## config.mk

```make
export PLATFORM = sky130hd
export DESIGN_NAME = elevator_scan_controller
export DESIGN_NICKNAME = d
export VERILOG_FILES = /design/src/esc_pkg.sv /design/src/esc_step.sv /design/src/elevator_scan_controller.sv
export SDC_FILE = /design/constraint.sdc
export NUM_CORES = 1
export LEC_CHECK = 0
export BUFFER_PORTS_ARGS = -buffer_cell sky130_fd_sc_hd__buf_2
export CORE_MARGIN = 2
export CORE_UTILIZATION = 31
export CTS_CLUSTER_DIAMETER = 200
export DETAILED_ROUTE_END_ITERATION = 10
export PLACE_DENSITY = 0.6
export SYNTH_ARGS = -nofsm -noshare
export SYNTH_HDL_FRONTEND = slang
export SYNTH_HIERARCHICAL = 1
export SYNTH_SLANG_ARGS = --single-unit
```

## constraint.sdc

```tcl
create_clock -name clk -period 7.23 [get_ports clk]
set_input_delay 1.446 -clock clk [delete_from_list [all_inputs] [get_ports clk]]
set_output_delay 1.446 -clock clk [all_outputs]
set_load 0.05 [all_outputs]
```

## src/esc_pkg.sv

```systemverilog
// Shared constants and types for the elevator scan controller.
package esc_pkg;

	// Default number of floors served by the car
	localparam int FLOORS_DEF = 9;

	// Field widths fixed by the word format
	localparam int FLOOR_W   = 4;
	localparam int PENDING_W = 9;

	// Command codes carried in an input word
	localparam logic CMD_REQUEST = 1'b0;
	localparam logic CMD_TICK    = 1'b1;

	// Flags produced by one scheduling step
	typedef struct packed {
		logic heading_up;
		logic stopped;
	} step_flags_t;

endpackage

```

## src/esc_step.sv

```systemverilog
// Next-state logic of the SCAN scheduler for one request or tick word.
module esc_step import esc_pkg::*; #(
	parameter int FLOORS = FLOORS_DEF,
	parameter int PW     = 4
) (
	input  logic                cmd,
	input  logic [FLOOR_W-1:0]  floor,
	input  logic [FLOORS-1:0]   req,
	input  logic [PW-1:0]       pos,
	input  logic                up,
	output logic [FLOORS-1:0]   req_nxt,
	output logic [PW-1:0]       pos_nxt,
	output step_flags_t         flags
);

	logic [FLOORS-1:0] pos_dec;
	logic [FLOORS-1:0] move_dec;
	logic [FLOORS-1:0] up_mask;
	logic [FLOORS-1:0] dn_mask;
	logic [FLOORS-1:0] flr_dec;
	logic              dir;
	logic [PW-1:0]     pos_mv;

	// Decode car position and requested floor; build sweep masks
	always_comb begin
		for (int i = 0; i < FLOORS; i++) begin
			pos_dec[i] = (PW'(i) == pos);
			up_mask[i] = (PW'(i) >= pos);
			dn_mask[i] = (PW'(i) <= pos);
			flr_dec[i] = (int'(floor) == i);
		end
	end

	// Settle direction: turn down when nothing waits at or above the car
	assign dir = (up && ((req & up_mask) == '0)) ? 1'b0 : up;

	// Step one floor in the settled direction, holding at the ends
	always_comb begin
		if (dir) begin
			pos_mv = ((int'(pos) + 1) < FLOORS) ? pos + PW'(1) : pos;
		end else begin
			pos_mv = (pos != '0) ? pos - PW'(1) : pos;
		end
		for (int i = 0; i < FLOORS; i++) begin
			move_dec[i] = (PW'(i) == pos_mv);
		end
	end

	// Apply the word to the request mask, car position and heading
	always_comb begin
		req_nxt          = req;
		pos_nxt          = pos;
		flags.heading_up = up;
		flags.stopped    = 1'b0;
		if (cmd == CMD_REQUEST) begin
			req_nxt = req | flr_dec;
		end else if (req != '0) begin
			if (!dir && ((req & dn_mask) == '0)) begin
				// nothing below either: turn up and spend the tick
				flags.heading_up = 1'b1;
			end else begin
				flags.heading_up = dir;
				if ((req & pos_dec) != '0) begin
					req_nxt       = req & ~pos_dec;
					flags.stopped = 1'b1;
				end else begin
					pos_nxt = pos_mv;
					if ((req & move_dec) != '0) begin
						req_nxt       = req & ~move_dec;
						flags.stopped = 1'b1;
					end
				end
			end
		end
	end

endmodule

```

## src/elevator_scan_controller.sv

```systemverilog
// Top level of the elevator scan controller: word registers, state and result register.
//
//   channel   direction  handshake                    payload
//   item      in         item_valid / item_stall      cmd, floor
//   result    out        result_valid / result_stall  car_floor, heading_up, stopped_here,
//                                                     pending
//
// Every word yields one result word on the port via the input register, then the result
// register; one word per cycle unless the result stalls. The input register feeds the step
// logic, whose result enters the output register in the same cycle as the car state update.
// Reset (arst_n low) empties both registers, clears all requests, puts the car at
// floor 1 heading up. A stalled result holds the input register; item_stall rises
// only while the input register is full and the result cannot drain.
module elevator_scan_controller import esc_pkg::*; #(
	parameter int FLOORS = FLOORS_DEF
) (
	input  logic                 clk,
	input  logic                 arst_n,
	input  logic                 item_valid,
	output logic                 item_stall,
	input  logic                 cmd,
	input  logic [FLOOR_W-1:0]   floor,
	output logic                 result_valid,
	input  logic                 result_stall,
	output logic [FLOOR_W-1:0]   car_floor,
	output logic                 heading_up,
	output logic                 stopped_here,
	output logic [PENDING_W-1:0] pending
);

	localparam int PW = (FLOORS > 2) ? $clog2(FLOORS) : 1;

	logic               valid_s1;
	logic               cmd_s1;
	logic [FLOOR_W-1:0] floor_s1;
	logic               advance;

	logic [FLOORS-1:0]  req_q;
	logic [PW-1:0]      car_pos_q;
	logic               going_up_q;

	logic [FLOORS-1:0]  req_nxt;
	logic [PW-1:0]      pos_nxt;
	step_flags_t        flags;

	logic               result_valid_q;
	logic [FLOORS-1:0]  req_out_q;
	logic [PW-1:0]      pos_out_q;
	logic               up_out_q;
	logic               stopped_q;

	// Drain the input register whenever the result register is free or taken
	assign advance    = !result_valid_q || !result_stall;
	assign item_stall = valid_s1 && !advance;

	// Hold input word occupancy
	always_ff @(posedge clk or negedge arst_n) begin
		if (!arst_n) begin
			valid_s1 <= 1'b0;
		end else if (!item_stall) begin
			valid_s1 <= item_valid;
		end
	end

	// Capture input word payload
	always_ff @(posedge clk) begin
		if (item_valid && !item_stall) begin
			cmd_s1   <= cmd;
			floor_s1 <= floor;
		end
	end

	esc_step #(
		.FLOORS (FLOORS),
		.PW     (PW)
	) u_step (
		.cmd     (cmd_s1),
		.floor   (floor_s1),
		.req     (req_q),
		.pos     (car_pos_q),
		.up      (going_up_q),
		.req_nxt (req_nxt),
		.pos_nxt (pos_nxt),
		.flags   (flags)
	);

	// Advance car state when the word moves on to the result register
	always_ff @(posedge clk or negedge arst_n) begin
		if (!arst_n) begin
			req_q      <= '0;
			car_pos_q  <= PW'(1);
			going_up_q <= 1'b1;
		end else if (valid_s1 && advance) begin
			req_q      <= req_nxt;
			car_pos_q  <= pos_nxt;
			going_up_q <= flags.heading_up;
		end
	end

	// Hold result word occupancy
	always_ff @(posedge clk or negedge arst_n) begin
		if (!arst_n) begin
			result_valid_q <= 1'b0;
		end else if (advance) begin
			result_valid_q <= valid_s1;
		end
	end

	// Capture result word payload
	always_ff @(posedge clk) begin
		if (valid_s1 && advance) begin
			req_out_q <= req_nxt;
			pos_out_q <= pos_nxt;
			up_out_q  <= flags.heading_up;
			stopped_q <= flags.stopped;
		end
	end

	assign result_valid = result_valid_q;
	assign heading_up   = up_out_q;
	assign stopped_here = stopped_q;

	// Fit car position to the floor field
	generate
		if (PW >= FLOOR_W) begin : g_pos_trunc
			assign car_floor = pos_out_q[FLOOR_W-1:0];
		end else begin : g_pos_ext
			assign car_floor = {{(FLOOR_W-PW){1'b0}}, pos_out_q};
		end
	endgenerate

	// Fit request mask to the pending field
	generate
		if (FLOORS >= PENDING_W) begin : g_req_trunc
			assign pending = req_out_q[PENDING_W-1:0];
		end else begin : g_req_ext
			assign pending = {{(PENDING_W-FLOORS){1'b0}}, req_out_q};
		end
	endgenerate

endmodule

```

==> Word level (Yosys, flattened, before mapping) <==
Cells that the tools add are included.
{ "totals": {"ff_bits": 36, "out_inout_bits": 17, "word_cells": 108, "in_bits": 9} }
{ "op_classes": {"n_mux": 19, "n_addsub": 3, "n_reduce_logical": 21, "n_bitwise": 11, "eq_ne": 24, "order_cmp": 19} }
{ "op_table": {"columns": ["operator", "n"], "rows": [
  ["9-bit bitwise AND", 6],
  ["9-bit two-way mux", 5],
  ["3-bit by 4-bit == test with 1-bit output (first input constant)", 8],
  ["32-bit by 5-bit < comparator with 1-bit output (second input constant)", 1],
  ["4-bit two-way mux", 7],
  ["9-bit nonzero test", 3],
  ["4-bit == test (second input constant)", 5],
  ["9-bit logical NOT", 2],
  ["9-bit NOT", 2],
  ["2-bit by 4-bit == test with 1-bit output (first input constant)", 4],
  ["3-bit by 4-bit >= comparator with 1-bit output (first input constant)", 4],
  ["3-bit by 4-bit less-or-equal comparator with 1-bit output (first input constant)", 4],
  ["4-bit logical NOT", 3],
  ["9-bit bitwise OR", 1],
  ["1-bit by 4-bit == test with 1-bit output (first input constant)", 2],
  ["4-bit by 3-bit == test with 1-bit output (second input constant)", 2],
  ["4-bit == test (first input constant)", 2],
  ["1-bit by 4-bit >= comparator with 1-bit output (first input constant)", 2],
  ["2-bit by 4-bit >= comparator with 1-bit output (first input constant)", 2],
  ["1-bit by 4-bit less-or-equal comparator with 1-bit output (first input constant)", 2],
  ["2-bit by 4-bit less-or-equal comparator with 1-bit output (first input constant)", 2],
  ["4-bit by 1-bit adder with 5-bit output (second input constant)", 1],
  ["1-bit logical AND", 5],
  ["1-bit logical NOT", 5],
  ["11 further kinds", 17]
]} }

==> Logic depth before layout (Yosys ltp) <==
{ "logic_depth": {"depth_word": 14, "ltp_mapped": 14, "mapped_depth_nobuf": 12} }

==> Hierarchy <==
The synthesis kept the hierarchy.
{ "modules_own_cells": {"columns": ["mod", "seq_area_each_um2", "cells_per_inst", "area_each_um2", "n_inst"], "rows": [
  ["elevator_scan_controller", 1003.5, 57, 1263.7, 1],
  ["esc_step", 0.0, 183, 1132.3, 1]
]} }

==> Worst setup path before layout <==
OpenSTA, ideal clock, no wires.
{ "synth_path": {"path_kind": "input-to-output", "startpoint": "in result_stall", "endpoint": "out item_stall", "arrival_time_ps": 1874, "n_path_buf": 0, "slack_ps": 3910, "stages": 2, "t_required_ps": 5784, "path_cell_list": "nand3_1 -> inv_1"} }
{ "synth_via": {"elab_chain_len": 4} }
{ "synth_rtl": {"columns": ["element", "line", "text"], "rows": [
  ["from (decl)", "elevator_scan_controller.sv:24", "input logic result_stall,"],
  ["1-bit logical NOT", "elevator_scan_controller.sv:53", "assign advance = !result_valid_q || !result_stall;"],
  ["1-bit logical OR", "elevator_scan_controller.sv:53", null],
  ["1-bit logical NOT", "elevator_scan_controller.sv:54", "assign item_stall = valid_s1 && !advance;"],
  ["1-bit logical AND", "elevator_scan_controller.sv:54", null],
  ["to (decl)", "elevator_scan_controller.sv:20", "output logic item_stall,"]
]} }
No other way between the ends.

==> Worst setup path in the final report <==
{ "layout_path": {"startpoint": "reg car_pos_q[0]", "endpoint": "reg req_q[3]"} }
{ "layout_via": {"elab_chain_len": 14, "word_cells_on_any_way": 65, "classes_between": "add/sub (3); order compare (19); eq/ne (16); mux (9); bitwise (8); reduce/logical (10)"} }
{ "layout_rtl": {"columns": ["element", "line", "text"], "rows": [
  ["from (decl)", "elevator_scan_controller.sv:39", "logic [PW-1:0] car_pos_q;"],
  ["from (signal assigned)", "elevator_scan_controller.sv:95", "car_pos_q <= pos_nxt;"],
  ["parallel branches: the longest is 11 deep, another holds 32-bit by 5-bit < comparator with 1-bit output", null, null],
  ["9-bit two-way mux (*)", "esc_step.sv:58", "if (!dir && ((req & dn_mask) == '0)) begin"],
  ["9-bit two-way mux (*)", "esc_step.sv:57", "end else if (req != '0) begin"],
  ["9-bit two-way mux (*)", "esc_step.sv:55", "if (cmd == CMD_REQUEST) begin"],
  ["named net req_nxt[3]", "elevator_scan_controller.sv:42", "logic [FLOORS-1:0] req_nxt;"],
  ["to (signal assigned)", "elevator_scan_controller.sv:94", "req_q <= req_nxt;"],
  ["to (decl)", "elevator_scan_controller.sv:38", "logic [FLOORS-1:0] req_q;"]
]} }
Mark *: on every way through the listed nets, which the timed path passes.
A chain may end at the register's enable or synchronous reset.

==> results.txt <==
- CTS sink count: 36
- For this run, the leading register cell type out of synthesis is sky130_fd_sc_hd__edfxtp_1.
* Top Ports: 26
* Average footprint of a synthesized cell: 9.98 um2
- Syn-to-layout area delta: 14.5%
- # H-tree levels: 2
- The total area inside the core boundary comes to 0.00761 mm2.
- In this run the deepest clock path goes through 2 buffers.
- The first TritonRoute pass finished after 6 iterations.
- In the final timing run, aggregate negative setup slack is 0 ns.
* Final count of hold timing violations: 0
- The detailed router finished its first iteration with 347 violations.
* Data required time at the worst endpoint: 7.41 ns
- Total track usage: between 10% and 20%
- First-pass GRT wire length: ~10000 um
* Die Footprint: between 0.008 and 0.009 mm2
* Number of enable-type register cells in the synthesized netlist: 20
* Input/output buffers: 25
* Max Cap Viol: 0
* Root buffer cell: sky130_fd_sc_hd__clkbuf_8
- Number of filler instances in the final layout: a little under 800
- Final worst setup slack: 3.53 ns
- Antenna violations before repair: 0
- The via count of the first global-routing pass came to 1975.
- Setup repair after global routing left no endpoint under its margin.
* # rows: 32
* Post-layout minimum cycle time: 3.70 ns
* Number of instances resized during post-cts repair: 0
- Post-synthesis sequential element count: 36
- Critical Path Start Type: flip-flop
* Clk pin slew, worst setup/hold paths: 0.08 ns
- The number of different library cells used by synthesis comes to 61.
- The total overflow left after global routing is 0.
- Clock tree from TritonCTS: done
* Type of element capturing the critical path: flip-flop
- Post-synth net total: 253
- Of all nets on the critical path, the largest fanout is 11.
- The run finished with clean final reports.
- Counting instances, the worst hold path has a depth of 1.
- Clock latency on the worst-skew pair, taken at its later pin, is around 0.29 ns.
- Measured against its own limit, the worst slew margin works out to roughly 30%.
* Post-CTS setup buffer count: 0
* Share of layout cells above drive strength 1: 24.0%
* Largest net degree at the start of global routing: 30
* Count of yosys warnings during synthesis: 6
* TritonCTS buffer count: 5
- The worst-case IR drop observed on VDD is 0.133 mV.
* Area of the mapped netlist: 0.00240 mm2
* Post-placement worst setup slack: 3.66 ns
- Share of the clock period used by the worst path: 51.2%
- For this run, design rule violations remaining after detail routing come to 0.
- Chip Height: 91.9 um
* Post-route clock skew: 0.0106 ns
* Leading cell type by number of instances after synthesis: sky130_fd_sc_hd__nand2_1
- Portion of the post-synthesis area used by sequential elements: 41.9%
* Async S/R FF share, synth: 44.4%
- HPWL reported at the end of detailed placement: roughly 4400 um
- The top cell type by area accounts for 25.1% of the synthesized area.
- Total routed wirelength: 6350 um
- Crit Path Category: flip-flop to flip-flop
- Final ANT Viol Nets: 0
- By count the netlist is led by sky130_fd_sc_hd__nand2_1, sky130_fd_sc_hd__edfxtp_1, sky130_fd_sc_hd__nor2_1.
- For this run, the top clock speed supported by timing is between 0.2 and 0.3 GHz.
- Total power density per cell area: 530 mW/mm2
- The number of cells on the worst reg-to-reg path is 12.
- Class of the worst hold path: flip-flop to flip-flop
- Post-cts hold buffer count: 0
- Setup violations remaining at the end of the flow were counted as 0.
- At the worst endpoint, the arrival time is 3.88 ns.
- Layout net count: 275
* Global placement routability congestion: around 0.95
* Die span in x: 91.9 um
- Number of max-slew violations in the final report: 0
- At the end of the flow the core is filled with cells to 36.1%.
- The routed layout has around 2.1k vias.
- In this run the static leakage power is 0.00103 uW.
- Vias per inst: ~5.7
* Count of inserted antenna diode cells: 0
- In the final layout, flip-flops and latches occupy 0.00100 mm2.
* Total area of multi-input combinational cells: between 0.001 and 0.0015 mm2
* Initial core utilization: 31.5%
* Number of cells produced by synthesis: 240
* Worst slew pin tran: between 1 and 1.5 ns
- Drt wl/cell: 17.4 um
* Top cells by area, synth: sky130_fd_sc_hd__edfxtp_1, sky130_fd_sc_hd__dfrtp_1, sky130_fd_sc_hd__mux2_4
- The biggest area contributor in the post-synthesis netlist is sky130_fd_sc_hd__edfxtp_1.
-- where the power goes --
| part | internal, uW | total, uW | switching [uW] |
|---|---|---|---|
| Sequential | 296 | 402 | 107 |
| Clock | 173 | 248 | 75.4 |
| Combinational | 303 | 803 | 500 |
| Total | 771 | 1450 | 682 |
-- metal layers --
metal  up-vias  wire length [um]  GRT usage (%)
met5         -                 0              0
met2       143              2850           23.9
met4         0               178           4.73
li1        944                 -              -
met1       976              2790           20.7
met3        21               524           3.94
-- registers in the layout (all words and copies together), names as in the netlist --
register	count
heading_up	1
req_q	9
pending	9
result_valid	1
stopped_here	1
car_floor	4
valid_s1	1
cmd_s1	1
going_up_q	1
floor_s1	4
car_pos_q	4
-- path summary, 6_finish.rpt --
check	from	endpoint	slack, ns
worst max-delay path	car_pos_q[0]$_DFFE_PN1P_	req_q[3]$_DFFE_PN0P_	3.53
worst min-delay path	valid_s1$_DFFE_PN0N_	result_valid$_DFFE_PN0P_	0.51
worst max register to register	car_pos_q[0]$_DFFE_PN1P_	req_q[3]$_DFFE_PN0P_	3.53
worst min register to register	valid_s1$_DFFE_PN0N_	result_valid$_DFFE_PN0P_	0.51
max in group asynchronous	arst_n	car_pos_q[0]$_DFFE_PN1P_	5.81
min in group asynchronous	arst_n	req_q[0]$_DFFE_PN0P_	1.08
-- critical path: stages, from the launching register on --
cell,delay (ns)
sky130_fd_sc_hd__dfstp_2,0.64
sky130_fd_sc_hd__inv_1,0.12
sky130_fd_sc_hd__ha_1,0.29
sky130_fd_sc_hd__nand2b_1,0.17
sky130_fd_sc_hd__a2bb2oi_1,0.25
sky130_fd_sc_hd__a41oi_2,0.20
sky130_fd_sc_hd__nor2_4,0.26
sky130_fd_sc_hd__mux2i_2,0.49
sky130_fd_sc_hd__mux2_1,0.23
sky130_fd_sc_hd__nand4b_1,0.17
sky130_fd_sc_hd__a211oi_1,0.36
sky130_fd_sc_hd__o21ai_1,0.13
sky130_fd_sc_hd__mux2_2,0.27
-- area by class of cell --
| type | instances | area share, % |
|---|---|---|
| Tap cell | 102 | 4.65 |
| Timing Repair Buffer | 25 | 4.56 |
| Clock buffer | 5 | 2.51 |
| Sequential cell | 36 | 36.6 |
| Inverter | 8 | 1.09 |
| Clock inverter | 3 | 3.28 |
| Multi-Input combinational cell | 186 | 47.3 |
-- cells by family after synthesis --
group | count (synthesis) | share of synthesized area (%)
simple gates | 87 | 18.7
xor+xnor | 2 | 0.731
fa+ha+maj | 4 | 2.09
mux | 22 | 11.6
buf+inv | 18 | 3.92
compound gates | 71 | 21.0
flops | 36 | 41.9
-- stage by stage --
step                hold slack (ns)  power (uW)  area, um2  instances
floorplan                     0.457        1010       2400        240
global placement              0.485        1190       2580        357
detailed placement            0.493        1180       2580        357
CTS                           0.513        1440       2740        365
global route                  0.541        1540       2740        365
finish                        0.512        1450       2740        365
-- layout by cell type, fill, tap and decap left out, drive strengths merged, types with 3 or more instances in the layout --
cell type,count
ha,4
mux2i,5
nor2b,7
a21oi,13
inv,8
buf,25
nor3,4
a32oi,5
nor2,18
clkbuf,5
o21a,4
o21ai,20
nand3,6
edfxtp,20
nand2,27
mux2,17
a31oi,4
a211oi,4
dfrtp,14
nand2b,6
and2,3
bufinv,3
Note: power is estimated with default switching activity, not from simulation.
